## src/rtl/core/ptrc_pkg.sv

```systemverilog
// Package for the planar tile to raster converter.
// Holds the picture geometry, counter widths and the shade lookup.
// No dependencies.
package ptrc_pkg;

  // Picture size in 8x8 tiles.
  localparam int TILE_COLUMNS = 16;
  localparam int TILE_ROWS    = 14;

  localparam int COL_W = (TILE_COLUMNS > 1) ? $clog2(TILE_COLUMNS) : 1;
  localparam int ROW_W = (TILE_ROWS > 1) ? $clog2(TILE_ROWS) : 1;
  localparam int RIT_W = 3;

  localparam int PLANE_W  = 8;
  localparam int SHADE_W  = 8;
  localparam int PIXELS   = 8;
  localparam int X_W      = 8;
  localparam int Y_W      = 7;
  localparam int IN_DATA_W  = 2 * PLANE_W;
  localparam int OUT_FIELD_W = X_W + Y_W + PIXELS * SHADE_W;
  localparam int OUT_DATA_W  = ((OUT_FIELD_W + 7) / 8) * 8;

  localparam logic [COL_W-1:0] COL_LAST = COL_W'(TILE_COLUMNS - 1);
  localparam logic [ROW_W-1:0] ROW_LAST = ROW_W'(TILE_ROWS - 1);
  localparam logic [RIT_W-1:0] RIT_LAST = '1;

  localparam logic [X_W-1:0] BORDER_X = X_W'(16);
  localparam logic [Y_W-1:0] BORDER_Y = Y_W'(16);

  typedef logic [PIXELS-1:0][SHADE_W-1:0] shade_row_t;

  typedef struct packed {
    shade_row_t shades;
    logic       both_nonzero;
  } decode_res_t;

  // Pixel index: bit 0 from the first plane, bit 1 from the second plane.
  function automatic logic [SHADE_W-1:0] shade_of_index(input logic [1:0] idx);
    logic [SHADE_W-1:0] s;
    case (idx)
      2'd0:    s = 8'd255;
      2'd1:    s = 8'd170;
      2'd2:    s = 8'd85;
      default: s = 8'd0;
    endcase
    return s;
  endfunction

endpackage

```

## src/rtl/core/ptrc_decode.sv

```systemverilog
// Bitplane decoder: turns one pair of plane bytes into eight gray shades.
// Depends on ptrc_pkg.
module ptrc_decode
  import ptrc_pkg::*;
(
  input  logic [PLANE_W-1:0] first_plane,
  input  logic [PLANE_W-1:0] second_plane,
  output decode_res_t        res
);

  always_comb begin
    for (int p = 0; p < PIXELS; p++) begin
      // Pixel 0 is the leftmost, taken from the most significant bits.
      res.shades[p] = shade_of_index({second_plane[PIXELS-1-p], first_plane[PIXELS-1-p]});
    end
    res.both_nonzero = (first_plane != '0) && (second_plane != '0);
  end

endmodule

```

## src/rtl/core/planar_tile_to_raster_converter.sv

```systemverilog
// Top level of the planar tile to raster converter.
// Depends on ptrc_pkg and ptrc_decode.
//
// One transaction per cycle in each direction while out_tready is high: each input
// transaction carries one tile row as two bitplane bytes and gives exactly one
// output transaction with its raster position and eight gray shades. Data passes
// through an input register followed by the result register, so the input can take
// one more transaction while a result is held by backpressure. Tile rows run top to
// bottom within a tile, tiles left to right, then tile rows downward; tlast marks
// the final row of the picture and tuser then tells whether the picture was blank.
// Counters restart on their own after the last row. border_enable may change only
// while the block is idle.
module planar_tile_to_raster_converter
  import ptrc_pkg::*;
(
  input  logic                  clk,
  input  logic                  rst_n,
  input  logic                  cfg_wr_en,
  input  logic                  cfg_wr_data,   // border_enable
  input  logic                  in_tvalid,
  output logic                  in_tready,
  // [7:0] first_plane_byte, [15:8] second_plane_byte
  input  logic [IN_DATA_W-1:0]  in_tdata,
  output logic                  out_tvalid,
  input  logic                  out_tready,
  // [7:0] pixel_x_base, [14:8] pixel_y, [22:15] shade_0 ... [78:71] shade_7, [79] zero
  output logic [OUT_DATA_W-1:0] out_tdata,
  output logic                  out_tlast,     // picture_done
  output logic                  out_tuser      // picture_blank
);

  logic                 border_en_r;
  logic                 in_valid_r;
  logic [PLANE_W-1:0]   first_r;
  logic [PLANE_W-1:0]   second_r;
  logic [COL_W-1:0]     col_cnt_r;
  logic [ROW_W-1:0]     row_cnt_r;
  logic [RIT_W-1:0]     rit_cnt_r;
  logic                 blank_so_far_r;
  logic                 out_valid_r;
  logic [OUT_DATA_W-1:0] out_data_r;
  logic                 out_last_r;
  logic                 out_user_r;

  decode_res_t          dec;
  logic                 out_free;
  logic                 advance;
  logic                 last_rit;
  logic                 last_col;
  logic                 last_row;
  logic                 done_c;
  logic                 blank_c;
  logic [X_W-1:0]       x_c;
  logic [Y_W-1:0]       y_c;
  logic [OUT_DATA_W-1:0] data_nxt;

  ptrc_decode u_decode (
    .first_plane  (first_r),
    .second_plane (second_r),
    .res          (dec)
  );

  assign out_free  = !out_valid_r || out_tready;
  assign advance   = in_valid_r && out_free;
  assign in_tready = !in_valid_r || out_free;

  assign last_rit = (rit_cnt_r == RIT_LAST);
  assign last_col = (col_cnt_r == COL_LAST);
  assign last_row = (row_cnt_r == ROW_LAST);
  assign done_c   = last_rit && last_col && last_row;
  assign blank_c  = blank_so_far_r && !dec.both_nonzero;

  // 8 * column and 8 * tile row + row in tile are plain concatenations.
  assign x_c = X_W'({col_cnt_r, 3'b000}) + (border_en_r ? BORDER_X : '0);
  assign y_c = Y_W'({row_cnt_r, rit_cnt_r}) + (border_en_r ? BORDER_Y : '0);

  always_comb begin
    data_nxt = '0;
    data_nxt[X_W-1:0] = x_c;
    data_nxt[X_W +: Y_W] = y_c;
    for (int p = 0; p < PIXELS; p++) begin
      data_nxt[X_W + Y_W + p*SHADE_W +: SHADE_W] = dec.shades[p];
    end
  end

  always_ff @(posedge clk) begin
    if (!rst_n) begin
      border_en_r    <= 1'b0;
      in_valid_r     <= 1'b0;
      out_valid_r    <= 1'b0;
      col_cnt_r      <= '0;
      row_cnt_r      <= '0;
      rit_cnt_r      <= '0;
      blank_so_far_r <= 1'b1;
    end else begin
      if (cfg_wr_en) begin
        border_en_r <= cfg_wr_data;
      end
      if (in_tready) begin
        in_valid_r <= in_tvalid;
      end
      if (out_free) begin
        out_valid_r <= in_valid_r;
      end
      if (advance) begin
        if (done_c) begin
          col_cnt_r      <= '0;
          row_cnt_r      <= '0;
          rit_cnt_r      <= '0;
          blank_so_far_r <= 1'b1;
        end else begin
          blank_so_far_r <= blank_c;
          if (!last_rit) begin
            rit_cnt_r <= rit_cnt_r + 1'b1;
          end else begin
            rit_cnt_r <= '0;
            if (!last_col) begin
              col_cnt_r <= col_cnt_r + 1'b1;
            end else begin
              col_cnt_r <= '0;
              row_cnt_r <= row_cnt_r + 1'b1;
            end
          end
        end
      end
    end
  end

  // Payload registers carry no reset.
  always_ff @(posedge clk) begin
    if (in_tready && in_tvalid) begin
      first_r  <= in_tdata[PLANE_W-1:0];
      second_r <= in_tdata[PLANE_W +: PLANE_W];
    end
    if (advance) begin
      out_data_r <= data_nxt;
      out_last_r <= done_c;
      out_user_r <= done_c && blank_c;
    end
  end

  assign out_tvalid = out_valid_r;
  assign out_tdata  = out_data_r;
  assign out_tlast  = out_last_r;
  assign out_tuser  = out_user_r;

  a_blank_only_on_last: assert property (@(posedge clk) disable iff (!rst_n)
    out_valid_r && out_user_r |-> out_last_r)
    else $error("picture_blank set on a row that is not the last");

  a_counters_in_range: assert property (@(posedge clk) disable iff (!rst_n)
    (col_cnt_r <= COL_LAST) && (row_cnt_r <= ROW_LAST))
    else $error("tile counter beyond picture size");

  a_restart_after_done: assert property (@(posedge clk) disable iff (!rst_n)
    advance && done_c |=> (col_cnt_r == '0) && (row_cnt_r == '0) && (rit_cnt_r == '0)
      && blank_so_far_r)
    else $error("counters did not restart after the last row");

  a_result_follows_item: assert property (@(posedge clk) disable iff (!rst_n)
    advance |=> out_valid_r)
    else $error("result lost after an item left the input register");

endmodule
```

## config.mk

```make
export PLATFORM = sky130hd
export DESIGN_NAME = planar_tile_to_raster_converter
export DESIGN_NICKNAME = d
export VERILOG_FILES = /design/src/rtl/core/ptrc_pkg.sv /design/src/rtl/core/ptrc_decode.sv /design/src/rtl/core/planar_tile_to_raster_converter.sv
export SDC_FILE = /design/constraint.sdc
export NUM_CORES = 1
export LEC_CHECK = 0
export ABC_AREA = 1
export BUFFER_PORTS_ARGS = -buffer_cell sky130_fd_sc_hd__buf_2
export CORE_UTILIZATION = 50
export CTS_BUF_LIST = sky130_fd_sc_hd__clkbuf_2 sky130_fd_sc_hd__clkbuf_4 sky130_fd_sc_hd__clkbuf_8
export DETAILED_ROUTE_END_ITERATION = 8
export HOLD_SLACK_MARGIN = 0.08
export PLACE_DENSITY_LB_ADDON = 0.3
export SETUP_SLACK_MARGIN = 0.02
export SLEW_MARGIN = 20
export SYNTH_ARGS = -nofsm -noshare
export SYNTH_HDL_FRONTEND = slang
export SYNTH_SLANG_ARGS = --single-unit
export TNS_END_PERCENT = 5
```

## constraint.sdc

```tcl
create_clock -name clk -period 1.5 [get_ports clk]
set_input_delay 0.075 -clock clk [delete_from_list [all_inputs] [get_ports clk]]
set_output_delay 0.075 -clock clk [all_outputs]
set_load 0.01 [all_outputs]
```

Word level (Yosys, flattened, before mapping):

Cells that the tools add are included.

* memories: 0
* ROM bits: 0
* bits in writable memories: 0
* flip-flop bits (word level): 112
* output and inout bits: 84
* logic and storage cells: 81
* input port bits: 22
* latch bits: 0

* divide/modulo/power cells: 0
* multiply operators: 0
* equal/unequal tests: 19
* reduce and logical (&&, ||, !) cells: 26
* mux-type cells: 19
* bitwise operators: 0
* shifts and indexed selects: 0
* $add $sub $neg: 5
* $lt $le $gt $ge: 0

Operators with widths (number)
* $pmux 8 s3: 8
* $mux 4: 6
* $eq 2x1->1 const B: 8
* $eq 2x2->1 const B: 8
* $logic_not 2->1: 8
* $reduce_bool 8->1: 2
* $mux 5: 2
* $add 4x1->4 const B: 2
* $add 7x5->8: 1
* $eq 4x4->1 const B: 2
* $add 7x5->7: 1
* $logic_and 1x1->1: 7
* $mux 3: 2
* $reduce_bool 2->1: 2
* $add 3x1->3 const B: 1
* $eq 3x3->1 const B: 1
* $logic_not 1->1: 3
* $reduce_and 3->1: 1
* $logic_or 1x1->1: 2
* $reduce_and 2->1: 1
* $mux 1: 1

Longest topological paths before layout:

* depth in word-level cells: 5
* depth in mapped cells: 8
* mapped depth without buffers: 8

Modules after synthesis:

A second synthesis with hierarchy kept.

* cell total of the unflattened synthesis: 294
* area, all modules: 4220.3 um2

Modules (own cells, without submodules)
* planar_tile_to_raster_converter: seq. area each 3123.0 um2, area an instance 3743.6 um2, instances 1, cells an instance 215
* ptrc_decode: seq. area each 0.0 um2, area an instance 476.7 um2, instances 1, cells an instance 79

Least setup slack after synthesis:

Ideal clock, no wire load.

* kind: register to register
* start: register out_valid_r (netlist: out_tvalid)
* end: register first_r[0], enable pin
* required time: 1.136 ns
* setup time: 0.364 ns
* clock period less this slack: 1.318 ns
* buffers on the path: 0
* slack: 0.182 ns
* cell stages (with the launch flop): 4
* arrival: 0.954 ns
* cell sequence: dfxtp_1 nand3_1 nand2_1 inv_1

* cells in the longest elaborated chain, start to end: 4

RTL lines
* start, declared: RTL line planar_tile_to_raster_converter.sv:40 `logic out_valid_r;`
* start signal, assigned: RTL line planar_tile_to_raster_converter.sv:103 `out_valid_r <= in_valid_r;`
* $logic_not 1->1: RTL line planar_tile_to_raster_converter.sv:63 `assign out_free = !out_valid_r || out_tready;`
* $logic_or 1x1->1: RTL line planar_tile_to_raster_converter.sv:63
* $logic_or 1x1->1: RTL line planar_tile_to_raster_converter.sv:65 `assign in_tready = !in_valid_r || out_free;`
* via in_tready: RTL line planar_tile_to_raster_converter.sv:21 `output logic in_tready,`
* $logic_and 1x1->1: RTL line planar_tile_to_raster_converter.sv:131 `if (in_tready && in_tvalid) begin`
* end signal, assigned: RTL line planar_tile_to_raster_converter.sv:132 `first_r <= in_tdata[PLANE_W-1:0];`
* end, declared: RTL line planar_tile_to_raster_converter.sv:34 `logic [PLANE_W-1:0] first_r;`

The timed path passes the listed nets, and every way through them passes these cells.
A chain may end at the register's enable or synchronous reset.

Worst setup path in the final report:

* start: register rit_cnt_r[0]
* end: register row_cnt_r[0]

* cells in the longest elaborated chain, start to end: 5
* elaborated cells between the ends (all ways): 7
* classes of those cells: eq/ne: 1; mux: 1; reduce/logical: 5

RTL lines
* start, declared: RTL line planar_tile_to_raster_converter.sv:38 `logic [RIT_W-1:0] rit_cnt_r;`
* start signal, assigned: RTL line planar_tile_to_raster_converter.sv:114 `rit_cnt_r <= rit_cnt_r + 1'b1;`
* $eq 3x3->1 *: RTL line planar_tile_to_raster_converter.sv:67 `assign last_rit = (rit_cnt_r == RIT_LAST);`
* $logic_and 1x1->1 (2 in a row): RTL line planar_tile_to_raster_converter.sv:70 `assign done_c = last_rit && last_col && last_row;`
* $reduce_bool 2->1 (no source line)
* $reduce_and 3->1 (no source line)
* end signal, assigned: RTL line planar_tile_to_raster_converter.sv:121 `row_cnt_r <= row_cnt_r + 1'b1;`
* end, declared: RTL line planar_tile_to_raster_converter.sv:37 `logic [ROW_W-1:0] row_cnt_r;`

Every way passes the cells marked *; elsewhere a longest branch is shown, timed or not.

==> results.ini <==
[place]
io_buffer_count = 101
place_area_um2 = 3000
place_hpwl_um = 2870
place_congestion = 0.808

[final_layout]
nNetsFinal = 364
mostFrequentLayoutCell = buf_2
post-route-util_pct = 66.2
mostFrequentLayoutCells = buf_2, edfxtp_1, nand2_1
area_growth_pct = 24.8
stdcell_area_um2 = 3440
diodes = 0
drive_gt1_share_pct = 37.4

[flow_run]
max-cap-violations = 0

[die]
start_util_pct = 53.0
std_cell_rows = 26
io_pins = 106
die_h_um = 76.3
die_x_um = 76.3
dieArea_um2 = 5820
coreArea_um2 = 5200

[yosys]
ys_seq_area_share_pct = 60.9
syn_inst = 249
syn-cell-area_um2 = 2760
synth_seq_cells = 61
postSynthAreaPerCell_um2 = 11.1
synth.distinct_cells = 22
synth_warnings = 0

[sta]
setup_tns_ns = 0
rsz0062_at_grt = false
fmax_mhz = 753
period_needed_ns = 1.33
skew_ns = 0.0104
fin_crit_sh_pct = 88.6
finalSetupViolCount = 0
slew_viol_final = 0
hold_violations = 0
whs_ns = 0.121

[clocking]
clk_path_buf_depth = 2
clk_pin_slew_worst_paths_ns = 0.06
cts_setup_buffers = 0
clk_latency_ns = 0.34
cts.sinks = 61
htree_levels = 3
cts_tree = yes
cts_made_buffers = 9
cts-root-buf = clkbuf_8

[worst_setup_path]
required_ns = 1.73
worst-setup-path-type = flip-flop to flip-flop
path_max_fanout = 7
arrival_ns = 1.55
start_kind = flip-flop
critPathCaptureType = flip-flop

[routing]
wl_per_cell_um = 10.6
dr.first_iter.drc_count = 40
ant_nets = 0
drt_pass1_iterations = 4
avgViaCountPerCell = 4.30
vias = 1752
drc = 0
wl_um = 4300

[pwr]
powerDensity_nw_per_um2 = 1160
p_seq_share_pct = 48.5
finalPower_mw = 3.99
combinationalPowerShare_pct = 7.9
ir_drop_uv = 699
p_int_mw = 3.14
power.share.switching_pct = 21.3
cellLeakagePower_nw = 1.61
clkPwrFrac_pct = 43.6
p_sw_uw = 850

[run_status]
status = complete, no violations

[global_routing]
grt_max_degree = 43
overflow = 0
grt_first_pass_wirelength_um = 6980
grt_pass1_vias = 1544
antenna_found_initial = 0
globalRouteTotalUtil_pct = 16.0

[worst_hold_path]
hold_class = primary input to flip-flop

metrics by stage:
stage | setup slack (ns) | cells
after global routing | 0.0241 | 407
after floorplan | 0.182 | 252
after CTS | 0.144 | 407
after global placement | 0.204 | 371
after detailed placement | 0.158 | 371
final | 0.171 | 407
worst max-delay path, stage by stage, from the launching register on:
cell,delay (ns)
dfxtp_1,0.37
ha_1,0.19
ha_2,0.19
inv_1,0.08
nor2_4,0.15
nand2_1,0.07
a21oi_1,0.12
nor2_1,0.06
worst paths after layout:
path / from / to / slack (ns) / cells after the start
worst max-delay path: rit_cnt_r[0]$_SDFFE_PN0P_ / row_cnt_r[0]$_SDFFE_PN0P_ / 0.17 / 7
worst min-delay path: out_tready / in_valid_r$_SDFFE_PN0P_ / 0.12 / 4
worst max register to register: rit_cnt_r[0]$_SDFFE_PN0P_ / row_cnt_r[0]$_SDFFE_PN0P_ / 0.17 / 7
worst min register to register: blank_so_far_r$_SDFFE_PN1P_ / blank_so_far_r$_SDFFE_PN1P_ / 0.49 / 2
kinds of logic (layout without fill, tap and decap cells):
| family | after synthesis | in the layout | share of synthesized area, % |
|---|---|---|---|
| buffers and inverters | 88 | 173 | 19.4 |
| AND/OR/NAND/NOR | 71 | 71 | 11.1 |
| AO/OA/AOI/OAI | 16 | 16 | 3.22 |
| XOR/XNOR | 2 | 2 | 0.635 |
| adder cells (fa/ha/maj) | 10 | 10 | 4.53 |
| flip-flops | 61 | 61 | 60.9 |
| other | 1 | 4 | 0.136 |
layer usage:
layer	track usage, %	vias up	part of all wire, %
li1	-	917	-
met1	18.0	768	43
met2	26.8	58	49
met3	3.95	9	5.0
met4	11.0	0	2.3
met5	0	-	0
Yosys cell counts:
| cell | n | area, um^2 |
|---|---|---|
| a21oi_1 | 8 | 40.0 |
| nor3_1 | 1 | 5.00 |
| dfxtp_1 | 15 | 300 |
| edfxtp_1 | 46 | 1380 |
| nor2_1 | 17 | 63.8 |
| buf_4 | 53 | 398 |
| nand3_2 | 1 | 10.0 |
| and3_1 | 1 | 6.26 |
| ha_1 | 10 | 125 |
| nor2_4 | 1 | 11.3 |
| nand2_1 | 36 | 135 |
| nand3_1 | 10 | 50.1 |
| or2_2 | 1 | 6.26 |
| nand4_1 | 2 | 12.5 |
| nor2_2 | 1 | 6.26 |
| o21ai_0 | 6 | 30.0 |
| o211a_1 | 1 | 10.0 |
| a21oi_2 | 1 | 8.76 |
| xor2_1 | 2 | 17.5 |
| inv_1 | 34 | 128 |
| buf_6 | 1 | 11.3 |
| conb_1 | 1 | 3.75 |
repair_timing:
item                                    in CTS  in global routing
endpoints found under the setup margin       0                  8
hold endpoints to repair                    24                  0
hold buffers                                20                  0
gates resized for setup                      0                  3
power by group through the flow:
stage | clock (mW) | combinational (mW) | sequential [mW]
after floorplan | 0 | 0.198 | 1.99
after global placement | 0 | 0.274 | 1.97
after detailed placement | 0 | 0.276 | 1.97
after CTS | 1.76 | 0.318 | 1.93
after global routing | 1.82 | 0.343 | 1.94
final | 1.74 | 0.315 | 1.93
area by class of cell:
cell class / count / area (um^2)
fill: 407 / 1760
sequential: 61 / 1680
timing repair buffer: 123 / 746
inverter: 34 / 128
clock inverter: 7 / 114
multi-input combinational: 103 / 563
tap: 70 / 87.6
clock buffer: 9 / 124
state kept, by name, summed over array words and instances, names as in the netlist, 3 cells and up:
name and cells:
out_tdata 28, second_r 8, rit_cnt_r 3, col_cnt_r 4
first_r 8, row_cnt_r 4
Note: power is estimated with default switching activity, not from simulation.
